File: config.mk
export PLATFORM = sky130hd
export DESIGN_NAME = dro_divider
export DESIGN_NICKNAME = d
export VERILOG_FILES = /design/src/sv/dro_pkg.sv /design/src/sv/dro_divider.sv
export SDC_FILE = /design/constraint.sdc
export NUM_CORES = 1
export LEC_CHECK = 0
export BUFFER_PORTS_ARGS = -buffer_cell sky130_fd_sc_hd__buf_2
export CAP_MARGIN = 5
export CORE_MARGIN = 4
export CORE_UTILIZATION = 37
export DETAILED_ROUTE_END_ITERATION = 8
export PLACE_DENSITY = 0.76
export SYNTH_ARGS = -nofsm -noshare
export SYNTH_HDL_FRONTEND = slang
export SYNTH_SLANG_ARGS = --single-unit
File: constraint.sdc
create_clock -name vclk -period 4.4
set_input_delay 0.22 -clock vclk [all_inputs]
set_output_delay 0.22 -clock vclk [all_outputs]
set_load 0.05 [all_outputs]
File: src/sv/dro_pkg.sv
// Package for the dead-reckoning odometry block: types, constants, angle table.
// Used by every module in sv/.
package dro_pkg;

  localparam int TRIG_ITERATIONS = 16;
  localparam int ITER_W = $clog2(TRIG_ITERATIONS + 1);
  localparam logic signed [33:0] CORDIC_START = 34'sh026DD3B6A;
  localparam logic signed [33:0] Q30_ONE = 34'sh040000000;
  localparam logic [13:0] DIV_BASE = 14'd15625;
  // ceil(2^45 / 15625); x * DIV_RECIP >> 45 is exact for any 32-bit x
  localparam logic [31:0] DIV_RECIP = 32'd2251799814;
  localparam logic [31:0] HALF_BASE = 32'd7812;

  typedef enum logic [4:0] {
    ST_IDLE, ST_PROD, ST_CORDIC,
    ST_MXH, ST_MXL, ST_MYH, ST_MYL, ST_PX, ST_SY, ST_PY,
    ST_DIVA, ST_DIVB, ST_QA, ST_RR, ST_QB, ST_DIVC, ST_FRAC0, ST_FRAC,
    ST_HEAD, ST_OUT
  } state_t;

  typedef struct packed {
    logic signed [63:0] pose_x;
    logic signed [63:0] pose_y;
    logic [31:0]        pose_heading;
    logic signed [15:0] speed_echo;
    logic signed [31:0] rate_echo;
  } result_t;

  typedef struct packed {
    logic [31:0]        timestamp_us;
    logic signed [15:0] linear_speed;
    logic signed [31:0] angular_rate;
  } sample_t;

  function automatic logic [31:0] atan_bam(input logic [4:0] i);
    logic [31:0] t;
    unique case (i)
      5'd0: t = 32'h20000000;  5'd1: t = 32'h12E4051E;  5'd2: t = 32'h09FB385B;
      5'd3: t = 32'h051111D4;  5'd4: t = 32'h028B0D43;  5'd5: t = 32'h0145D7E1;
      5'd6: t = 32'h00A2F61E;  5'd7: t = 32'h00517C55;  5'd8: t = 32'h0028BE53;
      5'd9: t = 32'h00145F2F;  5'd10: t = 32'h000A2F98; 5'd11: t = 32'h000517CC;
      5'd12: t = 32'h00028BE6; 5'd13: t = 32'h000145F3; 5'd14: t = 32'h0000A2FA;
      5'd15: t = 32'h0000517D; 5'd16: t = 32'h000028BE; 5'd17: t = 32'h0000145F;
      5'd18: t = 32'h00000A30; 5'd19: t = 32'h00000518; 5'd20: t = 32'h0000028C;
      5'd21: t = 32'h00000146; 5'd22: t = 32'h000000A3; 5'd23: t = 32'h00000051;
      5'd24: t = 32'h00000029; 5'd25: t = 32'h00000014; 5'd26: t = 32'h0000000A;
      5'd27: t = 32'h00000005; 5'd28: t = 32'h00000003; 5'd29: t = 32'h00000001;
      default: t = 32'h0;
    endcase
    return t;
  endfunction

endpackage

File: src/sv/dro_divider.sv
// Quotient and remainder of a 32-bit value by 15625, taken from the product
// x * DIV_RECIP made on the shared multiplier. Depends on dro_pkg.
module dro_divider import dro_pkg::*; (
  input  logic [31:0] x,
  input  logic [63:0] recip_prod,
  output logic [18:0] quotient,
  output logic [13:0] remainder
);
  logic [31:0] back;

  assign quotient = recip_prod[63:45];
  assign back = 32'(quotient) * 32'(DIV_BASE);
  assign remainder = 14'(x - back);
endmodule

==> run metrics <==
Initial Utilization 38.73%; min-delay src recip_prod[62]; post-synth net total 433; Layout Nets ~500; antenna violations before repair 0; Tightest Pin Transition 333.1 ps; critical path data required time 4180 ps; share of layout cells above drive strength 1 32.81%; Final Cycle Share 100.4%; most frequent cells in the layout inv_1 (66), ha_1 (60), buf_2 (45); Rows 27; IO Port Bufs 56; GRT overflow 0; Setup crit end kind output port; met2 GRT Util 26.83%; crit path kind in2out; CP max-delay cell fa_1; die height 84.62 um; router iterations before antenna repair 4; Detail Placement HPWL 4309 um; Synth cell types 33; GRT Total Usage 13.42%; CP max stage delay 520 ps; number of global-route vias before repair between 1,500 and 2,000; hold path depth 0; maxcap violations 0; Worst Hold Class in2out; hold endpoint quotient[17]; register area 0 um2; CP dominant cell by count fa_1; Core Region 5608 um2; CP Max Fanout 3; pre-CTS WS -312.9 ps; area of the multi-input gates 1916 um2; final setup vio count 1; max-slew violation count 0; Max Fclk between 200 and 250 MHz; most common cell after layout, fill and taps aside inv_1; antenna diode count 0; die area 7161 um2; Post-DRT Antenna Nets 0; Horiz. Die Dim ~85 um; failing checks setup timing; Top Ports about 130; Setup crit start kind input pin; WL/cell approximately 12 um; Top Usage Layer GRT met2; cells after synthesis 254; status finished, violations left; drt total wl 4675 um; flip-flop and latch count 0; Rel. slew slack between 70% and 80%; Iter 0 DRT Violations 35; Worst EP arrival 4200 ps; hold_buf cts 0; minimum clock period after layout roughly 4400 ps; final hold vios 0; DP Area 2653 um2; Synth Area per Inst ~8.6 um2; GR Util met3 0.6869%; TNS Setup -18.12 ps; filler instances 549; post-synthesis sequential area ratio 0%; RD Place Congestion a little under 0.8; largest net degree at the start of global routing 9; Synth Cell Area 2172 um2; # DRC 0; via count 1,820; global-route wire length before repair 8169 um; crit-path cells buf_8, ha_4, ha_4, fa_1, ha_1, inv_2, fa_1, inv_1, fa_1, buf_4, fa_2, nor2b_1, o21a_1, o21a_1, o211a_1, or2_4, o311ai_4, buf_6; setup ws final -18.12 ps; met1 Usage GRT between 15 and 20%; via/cell ratio 4.679; synthesis warning total 0; Clock Buffer Count 0; fin area 2801 um2; area grow syn2layout 28.97%; RSZ-0062 raised after global routing yes
## synth_stat cells
cell type,instances,area (um2)
inv_1,68,255.2
ha_1,65,813.3
xnor2_1,21,183.9
buf_4,19,142.6
fa_1,18,360.4
xor2_1,6,52.55
a21oi_1,5,25.02
nand2_1,5,18.77
a31oi_1,4,25.02
nor3_1,4,20.02
o21a_1,4,30.03
o21bai_1,4,30.03
a21o_1,3,22.52
o21ai_0,3,15.01
nand2b_1,2,12.51
nand3_1,2,10.01
nor2_1,2,7.510
nor3b_1,2,15.01
o2111ai_1,2,17.52
o21ai_1,2,10.01
a211o_1,1,8.760
a311o_1,1,10.01
a311oi_1,1,8.760
and3_1,1,6.260
clkbuf_1,1,3.750
nor2b_1,1,6.260
nor4_1,1,6.260
o211a_1,1,10.01
o211ai_1,1,7.510
o311ai_2,1,16.27
o31a_1,1,8.760
or2_1,1,6.260
or2_2,1,6.260
## cell families after synthesis
kind of cell | count (synthesis) | share of synthesized area, %
and+or+nand+nor | 22 | 5.300
buffers and inverters | 88 | 18.49
AOI/OAI and AO/OA | 34 | 11.29
adders and majority gates | 83 | 54.03
xor gates and xnor gates | 27 | 10.89
## cell type report
type | instances | area share, %
Inverter | 68 | 9.111
Timing Repair Buffer | 83 | 19.29
Tap cell | 72 | 3.216
Multi-Input combinational cell | 166 | 68.38
## repair_timing
item                                   4_1_cts  5_1_grt
endpoints found under the hold margin        0        0
setup buffers                                1        0
resized for setup                           23       14
setup endpoints to repair                    8        9
pin swaps                                    7        6
## per-layer routing
metal / up-vias / part of all wire, %
li1: 929 / -
met1: 852 / 41
met2: 33 / 54
met3: 6 / 3.5
met4: 0 / 0.62
met5: - / 0
## critical path: cells and delay by family
| kind | cells | cell delay, ps |
|---|---|---|
| fa+ha+maj | 7 | 2330 |
| buf+inv | 5 | 510 |
| simple gates | 2 | 300 |
| compound gates | 4 | 830 |
## worst max path at each step
stage | to | slack [ps] | from | depth (start not counted)
2_1_floorplan | remainder[13] | -20 | recip_prod[45] | 11
3_3_place_gp | remainder[11] | -250 | recip_prod[45] | 18
3_5_place_dp | remainder[12] | -310 | recip_prod[45] | 15
4_1_cts | remainder[12] | -80 | recip_prod[45] | 18
5_1_grt | remainder[12] | -190 | recip_prod[45] | 18
6_report | remainder[12] | -20 | recip_prod[45] | 18
## metrics by stage
stage / util [%] / hold WS (ps) / cells
after floorplan: - / 607.1 / 254
after global placement: 47.30 / 440.6 / 388
after detailed placement: 47.30 / 440.6 / 388
after CTS: 49.17 / 440.6 / 389
after global routing: 49.96 / 440.1 / 389
final: 49.96 / 440.0 / 389
Power is not shown: default switching activity piles up to over one toggle a cycle in this logic, so the estimate is an artifact.
