===== src/sv/dro_pkg.sv =====
// Package for the dead-reckoning odometry block: types, constants, angle table.
// Used by every module in sv/.
package dro_pkg;

  localparam int TRIG_ITERATIONS = 16;
  localparam int ITER_W = $clog2(TRIG_ITERATIONS + 1);
  localparam logic signed [33:0] CORDIC_START = 34'sh026DD3B6A;
  localparam logic signed [33:0] Q30_ONE = 34'sh040000000;
  localparam logic [13:0] DIV_BASE = 14'd15625;
  // ceil(2^45 / 15625); x * DIV_RECIP >> 45 is exact for any 32-bit x
  localparam logic [31:0] DIV_RECIP = 32'd2251799814;
  localparam logic [31:0] HALF_BASE = 32'd7812;

  typedef enum logic [4:0] {
    ST_IDLE, ST_PROD, ST_CORDIC,
    ST_MXH, ST_MXL, ST_MYH, ST_MYL, ST_PX, ST_SY, ST_PY,
    ST_DIVA, ST_DIVB, ST_QA, ST_RR, ST_QB, ST_DIVC, ST_FRAC0, ST_FRAC,
    ST_HEAD, ST_OUT
  } state_t;

  typedef struct packed {
    logic signed [63:0] pose_x;
    logic signed [63:0] pose_y;
    logic [31:0]        pose_heading;
    logic signed [15:0] speed_echo;
    logic signed [31:0] rate_echo;
  } result_t;

  typedef struct packed {
    logic [31:0]        timestamp_us;
    logic signed [15:0] linear_speed;
    logic signed [31:0] angular_rate;
  } sample_t;

  function automatic logic [31:0] atan_bam(input logic [4:0] i);
    logic [31:0] t;
    unique case (i)
      5'd0: t = 32'h20000000;  5'd1: t = 32'h12E4051E;  5'd2: t = 32'h09FB385B;
      5'd3: t = 32'h051111D4;  5'd4: t = 32'h028B0D43;  5'd5: t = 32'h0145D7E1;
      5'd6: t = 32'h00A2F61E;  5'd7: t = 32'h00517C55;  5'd8: t = 32'h0028BE53;
      5'd9: t = 32'h00145F2F;  5'd10: t = 32'h000A2F98; 5'd11: t = 32'h000517CC;
      5'd12: t = 32'h00028BE6; 5'd13: t = 32'h000145F3; 5'd14: t = 32'h0000A2FA;
      5'd15: t = 32'h0000517D; 5'd16: t = 32'h000028BE; 5'd17: t = 32'h0000145F;
      5'd18: t = 32'h00000A30; 5'd19: t = 32'h00000518; 5'd20: t = 32'h0000028C;
      5'd21: t = 32'h00000146; 5'd22: t = 32'h000000A3; 5'd23: t = 32'h00000051;
      5'd24: t = 32'h00000029; 5'd25: t = 32'h00000014; 5'd26: t = 32'h0000000A;
      5'd27: t = 32'h00000005; 5'd28: t = 32'h00000003; 5'd29: t = 32'h00000001;
      default: t = 32'h0;
    endcase
    return t;
  endfunction

endpackage


===== src/sv/dro_cordic.sv =====
// Iterative rotation CORDIC: one micro-rotation per cycle, shared adders.
// Gives cos/sin of a binary angle in Q30. Depends on dro_pkg.
module dro_cordic import dro_pkg::*; (
  input  logic               clk,
  input  logic               rst,
  input  logic               start,
  input  logic [31:0]        angle,
  output logic               done,
  output logic signed [33:0] cos_q30,
  output logic signed [33:0] sin_q30
);
  logic signed [33:0] x, y, x_next, y_next, xs, ys;
  logic signed [32:0] z, z_next;
  logic [ITER_W-1:0]  iter;
  logic               busy, flip;
  logic [31:0]        a0;
  logic signed [33:0] xc, yc;

  assign a0 = (angle[31] ^ angle[30]) ? angle - 32'h80000000 : angle;
  // arithmetic shift is floor division
  assign xs = x >>> iter;
  assign ys = y >>> iter;

  always_comb begin
    if (!z[32]) begin
      x_next = x - ys;
      y_next = y + xs;
      z_next = z - $signed({1'b0, atan_bam(5'(iter))});
    end else begin
      x_next = x + ys;
      y_next = y - xs;
      z_next = z + $signed({1'b0, atan_bam(5'(iter))});
    end
    xc = (x > Q30_ONE) ? Q30_ONE : ((x < -Q30_ONE) ? -Q30_ONE : x);
    yc = (y > Q30_ONE) ? Q30_ONE : ((y < -Q30_ONE) ? -Q30_ONE : y);
    cos_q30 = flip ? -xc : xc;
    sin_q30 = flip ? -yc : yc;
  end

  always_ff @(posedge clk) begin
    if (rst) begin
      busy <= 1'b0;
      done <= 1'b0;
      iter <= '0;
    end else begin
      done <= 1'b0;
      if (start) begin
        busy <= 1'b1;
        iter <= '0;
        x    <= CORDIC_START;
        y    <= '0;
        z    <= $signed({a0[31], a0});
        flip <= angle[31] ^ angle[30];
      end else if (busy) begin
        x    <= x_next;
        y    <= y_next;
        z    <= z_next;
        iter <= iter + 1'b1;
        if (iter == ITER_W'(TRIG_ITERATIONS - 1)) begin
          busy <= 1'b0;
          done <= 1'b1;
        end
      end
    end
  end
endmodule


===== config.mk =====
export PLATFORM = sky130hd
export DESIGN_NAME = dro_cordic
export DESIGN_NICKNAME = d
export VERILOG_FILES = /design/src/sv/dro_pkg.sv /design/src/sv/dro_cordic.sv
export SDC_FILE = /design/constraint.sdc
export NUM_CORES = 1
export LEC_CHECK = 0
export ABC_CLOCK_PERIOD_IN_PS = 7800
export BUFFER_PORTS_ARGS = -buffer_cell sky130_fd_sc_hd__buf_2
export CAP_MARGIN = 20
export CORE_MARGIN = 1
export CORE_UTILIZATION = 37
export CTS_CLUSTER_DIAMETER = 120
export DETAILED_ROUTE_END_ITERATION = 8
export GPL_ROUTABILITY_DRIVEN = 0
export PLACE_DENSITY = 0.6
export SLEW_MARGIN = 20
export SYNTH_ARGS = -nofsm -noshare
export SYNTH_HDL_FRONTEND = slang
export SYNTH_SLANG_ARGS = --single-unit

===== constraint.sdc =====
create_clock -name clk -period 7.8 [get_ports clk]
set_input_delay 0.39 -clock clk [delete_from_list [all_inputs] [get_ports clk]]
set_output_delay 0.39 -clock clk [all_outputs]
set_load 0.005 [all_outputs]

==> results of run 1 <==
[path summary, 6_finish.rpt]
path / start / to / depth (start not counted)
setup / recovery: iter[1]$_SDFFE_PP0P_ / y[30]$_SDFFCE_PP0P_ / 19
hold / removal: angle[24] / z[24]$_DFFE_PP_ / 3
setup reg to reg: iter[1]$_SDFFE_PP0P_ / y[30]$_SDFFCE_PP0P_ / 19
hold reg to reg: busy$_SDFF_PP0_ / done$_SDFF_PP0_ / 1
[cell families (layout without fill, tap and decap cells)]
kind of cell	after synthesis	count (layout)	share of synthesized area
AOI/OAI and AO/OA	712	712	0.240
adders and majority gates	117	117	0.0769
and+or+nand+nor	827	827	0.203
DFF	139	139	0.197
buffers and inverters	239	232	0.0503
other	0	1	0
muxes	170	170	0.140
xor gates and xnor gates	206	206	0.0933
[power by group through the flow]
stage / registers, µW / clock network (µW) / logic, µW
3_3_place_gp: 1470 / 0 / 4140
6_report: 1500 / 806 / 4310
3_5_place_dp: 1480 / 0 / 4180
5_1_grt: 1500 / 855 / 4720
2_1_floorplan: 1140 / 0 / 3310
4_1_cts: 1470 / 826 / 4210
[tightest hold or removal path, stage by stage]
cell	delay, ns
buf_2	0.08
nand2_1	0.04
o21ai_0	0.05
[metal layers]
metal / track usage / vias to the layer above / share of wire
met5: 0 / - / 0
met4: 0.125 / 0 / 0.054
met3: 0.0682 / 264 / 0.11
met2: 0.397 / 1181 / 0.43
met1: 0.331 / 9369 / 0.41
li1: - / 8993 / -
[final cells by class]
class                           instances  area (µm²)
Sequential cell                       139        3820
Multi-Input combinational cell       2032       14600
Timing Repair Buffer                  140         808
Inverter                               60         225
Tap cell                              680         851
Fill cell                            5252       30700
Antenna cell                            1        2.50
Clock buffer                           18         439
Clock inverter                         14         123
[cell usage in the layout (no fill, tap or decap), types with 15 or more instances in the layout]
cell and n:
nor2_1 265, nand2_1 228, a21oi_1 181, o21ai_0 157, xor2_1 117, ha_1 114, edfxtp_1 102, buf_2 102
xnor2_1 89, mux4_2 75, nor3_1 74, inv_1 55, mux2_2 49, mux2i_1 46, a211oi_1 45, a31oi_1 44
buf_4 37, nand3_1 36, a21o_1 36, and3_1 32, dfxtp_1 32, nor2b_1 31, nand2b_1 26, o31ai_1 25
o21a_1 24, o22ai_1 21, and2_1 20, or2_2 19, nor4_1 17, clkbuf_16 17, nand4_1 16, o21bai_1 15
[through the flow]
stage,utilization,power [µW],setup slack (ns)
after floorplan,-,4450,2.08
after global placement,0.393,5610,1.29
after detailed placement,0.393,5660,1.11
after CTS,0.404,6500,1.09
after global routing,0.404,7080,0.485
final,0.404,6620,0.955
==> results_dict.tcl, run 1 <==
set metrics [dict create \
    cts_buffer_depth 2 \
    io_pins 104 \
    synth.most_common_cell "nor2_1" \
    rsz0062_at_grt "no" \
    fmax_mhz 146 \
    worst_ir_drop_vdd_mv 0.178 \
    syn_area_um2 19300 \
    cp.arrival_ns 7.03 \
    critPathMaxStageDelay_ns 0.93 \
    power_frac_seq 0.227 \
    rrSetupSlack_ns 0.96 \
    worstSetupPathType "register to register" \
    htree_levels 4 \
    skew_ns 0.0156 \
    power_frac_clock 0.122 \
    fin_cells 3084 \
    wl_per_cell_um 22.7 \
    synth_edf_count 102 \
    grt_max_degree 81 \
    async_flop_share 0 \
    die_h_um 231 \
    synth_area_leaders "edfxtp_1 (16%), mux4_2 (8.7%), ha_1 (7.4%), xor2_1 (5.3%), nor2_1 (5.2%)" \
    crit_path_top_delay_cell "dfxtp_4" \
    cellPowerDensity_nw_per_um2 318 \
    grt_pass1_vias 18600 \
    numClockSinks 139 \
    yosys-top-cells-count "nor2_1 (266), nand2_1 (228), a21oi_1 (181)" \
    drv_cap 0 \
    ys.flop_type "edfxtp_1" \
    root_buffer "clkbuf_16" \
    cp-start-kind "register" \
    die_w_um 231 \
    synth_top_area_share 0.158 \
    drt-total-wl_um 70000 \
    place_area_um2 20300 \
    slew_violations 0 \
    dp.cells 3051 \
    setup_tns_ns 0 \
    layout-drive-gt1-share 0.144 \
    critPathRequiredTime_ns 7.98 \
    synth_area_per_cell_um2 8.02 \
    final_antenna_net_count 0 \
    final.period_utilization 0.878 \
    rows 83 \
    first_iter_violations 2698 \
    path_delay_family "simple AND/OR/NAND/NOR gates" \
    finalSetupViolCount 0 \
    numPortBuffers 103 \
    synth_seq_cells 139 \
    cts_tree "yes" \
    syn_to_final_growth_pct 7.74 \
    cts_setup_buffers 0 \
    fin_crit_ns 6.84 \
    cts_resized 0 \
    initial_core_util 0.375 \
    dr.pass1.iters 9 \
    yosysUniqueCellTypes 94 \
    nets 2542 \
    crit_fanout 56 \
    status "completed" \
    gr-total-overflow 0 \
    holdWs_ns 0.207 \
    synth_seq_area_share 0.197 \
    slew_headroom 0.252 \
    final_hold_viol_count 0 \
    cts_buffers 17 \
    p_int_uw 3260 \
    dr_total_vias 19800 \
    vias_per_cell 6.42 \
    grt_pass1_wl_um 108000 \
    p_switching_uw 3350 \
    syn-num-nets 2562 \
    hold_class "input pin to register" \
    comb_power_share 0.651 \
    ys_warn_count 0 \
    syn_inst 2410 \
    antenna_found_initial 2 \
    core_um2 51500 \
    yosysTopAreaCell "edfxtp_1" \
    sw_frac_of_total 0.507 \
    clk_pin_slew_ns 0.07 \
    gr-usage-all-layers 0.257 \
    die_area_um2 53200 \
    hpwl_um 51500 \
    path_buf_inv 1 \
    worst_pin_slew_ns 1.11 \
    route.detailed.drc 0 \
    clkLatencyLatePin_ns 0.46 \
    crit_path_end_kind "register" \
    cts_hold_buf 0 \
    p_leak_uw 0.00808 \
    design_area_um2 20800 \
    path_cells "buf_4, mux4_2, mux2i_1, o21ai_0, a211oi_1, nand3b_1, nor3_1, and3_1, nor2_1, xor2_1, ha_1, nand3_1, or4_1, o2111ai_1, a41oi_1, nand3b_1, o211ai_1, xnor2_1, nor2_1" \
]
Power figures use the tool's default switching activity.
==> run 2, diff against run 1 <==
--- a/config.mk
+++ b/config.mk
@@ -8,8 +8,9 @@
 export ABC_CLOCK_PERIOD_IN_PS = 7800
 export BUFFER_PORTS_ARGS = -buffer_cell sky130_fd_sc_hd__buf_2
 export CAP_MARGIN = 20
-export CORE_MARGIN = 1
+export CORE_MARGIN = 2
 export CORE_UTILIZATION = 37
+export CTS_BUF_LIST = sky130_fd_sc_hd__clkbuf_4
 export CTS_CLUSTER_DIAMETER = 120
 export DETAILED_ROUTE_END_ITERATION = 8
 export GPL_ROUTABILITY_DRIVEN = 0
==> results_dict.tcl, run 2 (same netlist as run 1, synthesis figures left out) <==
set metrics [dict create \
    core_um2 51500 \
    layout_commonest_cell "nor2_1" \
    cts_resized 0 \
    final_antenna_net_count 0 \
    wl_per_cell_um 22.1 \
    die_area_um2 54100 \
    crit_path_end_kind "register" \
    cts_tree "yes" \
    final_hold_viol_count 0 \
    skew_ns 0.0330 \
    hold_class "input pin to register" \
    die_h_um 233 \
    final.fill_count 5263 \
    dr.pass1.iters 7 \
    hpwl_um 50300 \
    r2r_cells 19 \
    rsz0062_at_grt "no" \
    whs_path_depth 3 \
    pre_cts_slack_ns 1.18 \
    antenna_found_initial 3 \
    clk_pin_slew_ns 0.14 \
    slew_violations 0 \
    cts_setup_buffers 0 \
    cp.arrival_ns 7.35 \
    numPortBuffers 103 \
    cts_buffer_depth 2 \
    worstSetupPathType "register to register" \
    dr_total_vias 19700 \
    cts_buffers 17 \
    numClockSinks 139 \
    place_area_um2 20200 \
    gr-total-overflow 0 \
    htree_levels 4 \
    finalSetupViolCount 0 \
    io_pins 104 \
    final.setup.worst_slack_ns 0.974 \
    layout-drive-gt1-share 0.140 \
    status "completed" \
    power_uw 6280 \
    nets 2564 \
    clkLatencyLatePin_ns 0.66 \
    rows 83 \
    root_buffer "clkbuf_4" \
    first_iter_violations 2562 \
    syn_to_final_growth_pct 7.65 \
    critPathRequiredTime_ns 8.32 \
    design_area_um2 20800 \
    fin_crit_ns 6.83 \
    worst_ir_drop_vdd_mv 0.119 \
    gr-usage-all-layers 0.251 \
    p_leak_uw 0.00805 \
    die_w_um 233 \
    initial_core_util 0.375 \
    setup_tns_ns 0 \
    final_cell_mix "nor2_1 (265), nand2_1 (228), a21oi_1 (181)" \
    drt-total-wl_um 68600 \
    worst_pin_slew_ns 1.26 \
    route.detailed.drc 0 \
    holdWs_ns 0.0826 \
    grt_pass1_wl_um 107000 \
    drv_cap 0 \
    cellPowerDensity_nw_per_um2 302 \
    final.period_utilization 0.875 \
    grt_pass1_vias 18800 \
    cp-start-kind "register" \
    vias_per_cell 6.33 \
    fmax_mhz 147 \
    grt_max_degree 70 \
    slew_headroom 0.156 \
    crit_fanout 60 \
]
==> run 2: path summary, 6_finish.rpt <==
kind | from | to | slack [ns]
worst max register to register | iter[0]$_SDFFE_PP0P_ | y[33]$_SDFFCE_PP0P_ | 0.97
worst max-delay path | iter[0]$_SDFFE_PP0P_ | y[33]$_SDFFCE_PP0P_ | 0.97
worst min-delay path | angle[6] | z[6]$_DFFE_PP_ | 0.08
worst min register to register | busy$_SDFF_PP0_ | done$_SDFF_PP0_ | 0.66
==> run 2: layout make-up <==
class / count / area (µm²) / share of cell area
Clock inverter: 15 / 150 / 0.00721
Inverter: 60 / 225 / 0.0108
Timing Repair Buffer: 162 / 1060 / 0.0511
Sequential cell: 139 / 3820 / 0.183
Tap cell: 680 / 851 / 0.0409
Antenna cell: 1 / 2.50 / 0.000120
Clock buffer: 17 / 128 / 0.00613
Multi-Input combinational cell: 2032 / 14600 / 0.700
==> run 2: through the flow <==
step                       util  instances
final                     0.404       3106
after detailed placement  0.393       3042
after CTS                 0.404       3105
after global routing      0.404       3106
after floorplan               -       2410
after global placement    0.393       3042
==> run 2: report_power, final <==
group | internal [µW] | total, µW | leakage, µW | switching [µW]
clock | 145 | 496 | 0.000155 | 351
sequential | 1030 | 1510 | 0.00128 | 482
combinational | 1810 | 4280 | 0.00662 | 2460
total | 2990 | 6280 | 0.00805 | 3300
==> run 2: per-layer routing <==
layer,vias up,wire [µm],track usage
li1,9044,-,-
met1,9282,27800,0.325
met2,1112,30200,0.389
met3,238,7090,0.0576
met4,0,3480,0.130
met5,-,0,0.00276
==> run 2: worst max-delay path, stage by stage, from the launching register on <==
cell and delay (ns):
dfxtp_4 0.96, buf_4 0.40, mux4_2 0.56, a222oi_1 0.68, a21bo_2 0.29, nand3_1 0.13, nor4_2 0.55, a31oi_1 0.18
xnor2_1 0.16, ha_1 0.25, a2111oi_0 0.52, and2_1 0.20, nand3_1 0.14, a31oi_1 0.34, a21oi_1 0.24, a21o_1 0.22
a41oi_1 0.31, o21ai_0 0.17, or3_1 0.32, nand2_1 0.06
==> run 2: what timing repair did <==
action | CTS | global route
endpoints found under the setup margin | 0 | 0
hold buffers | 31 | 0
hold endpoints to repair | 31 | 0
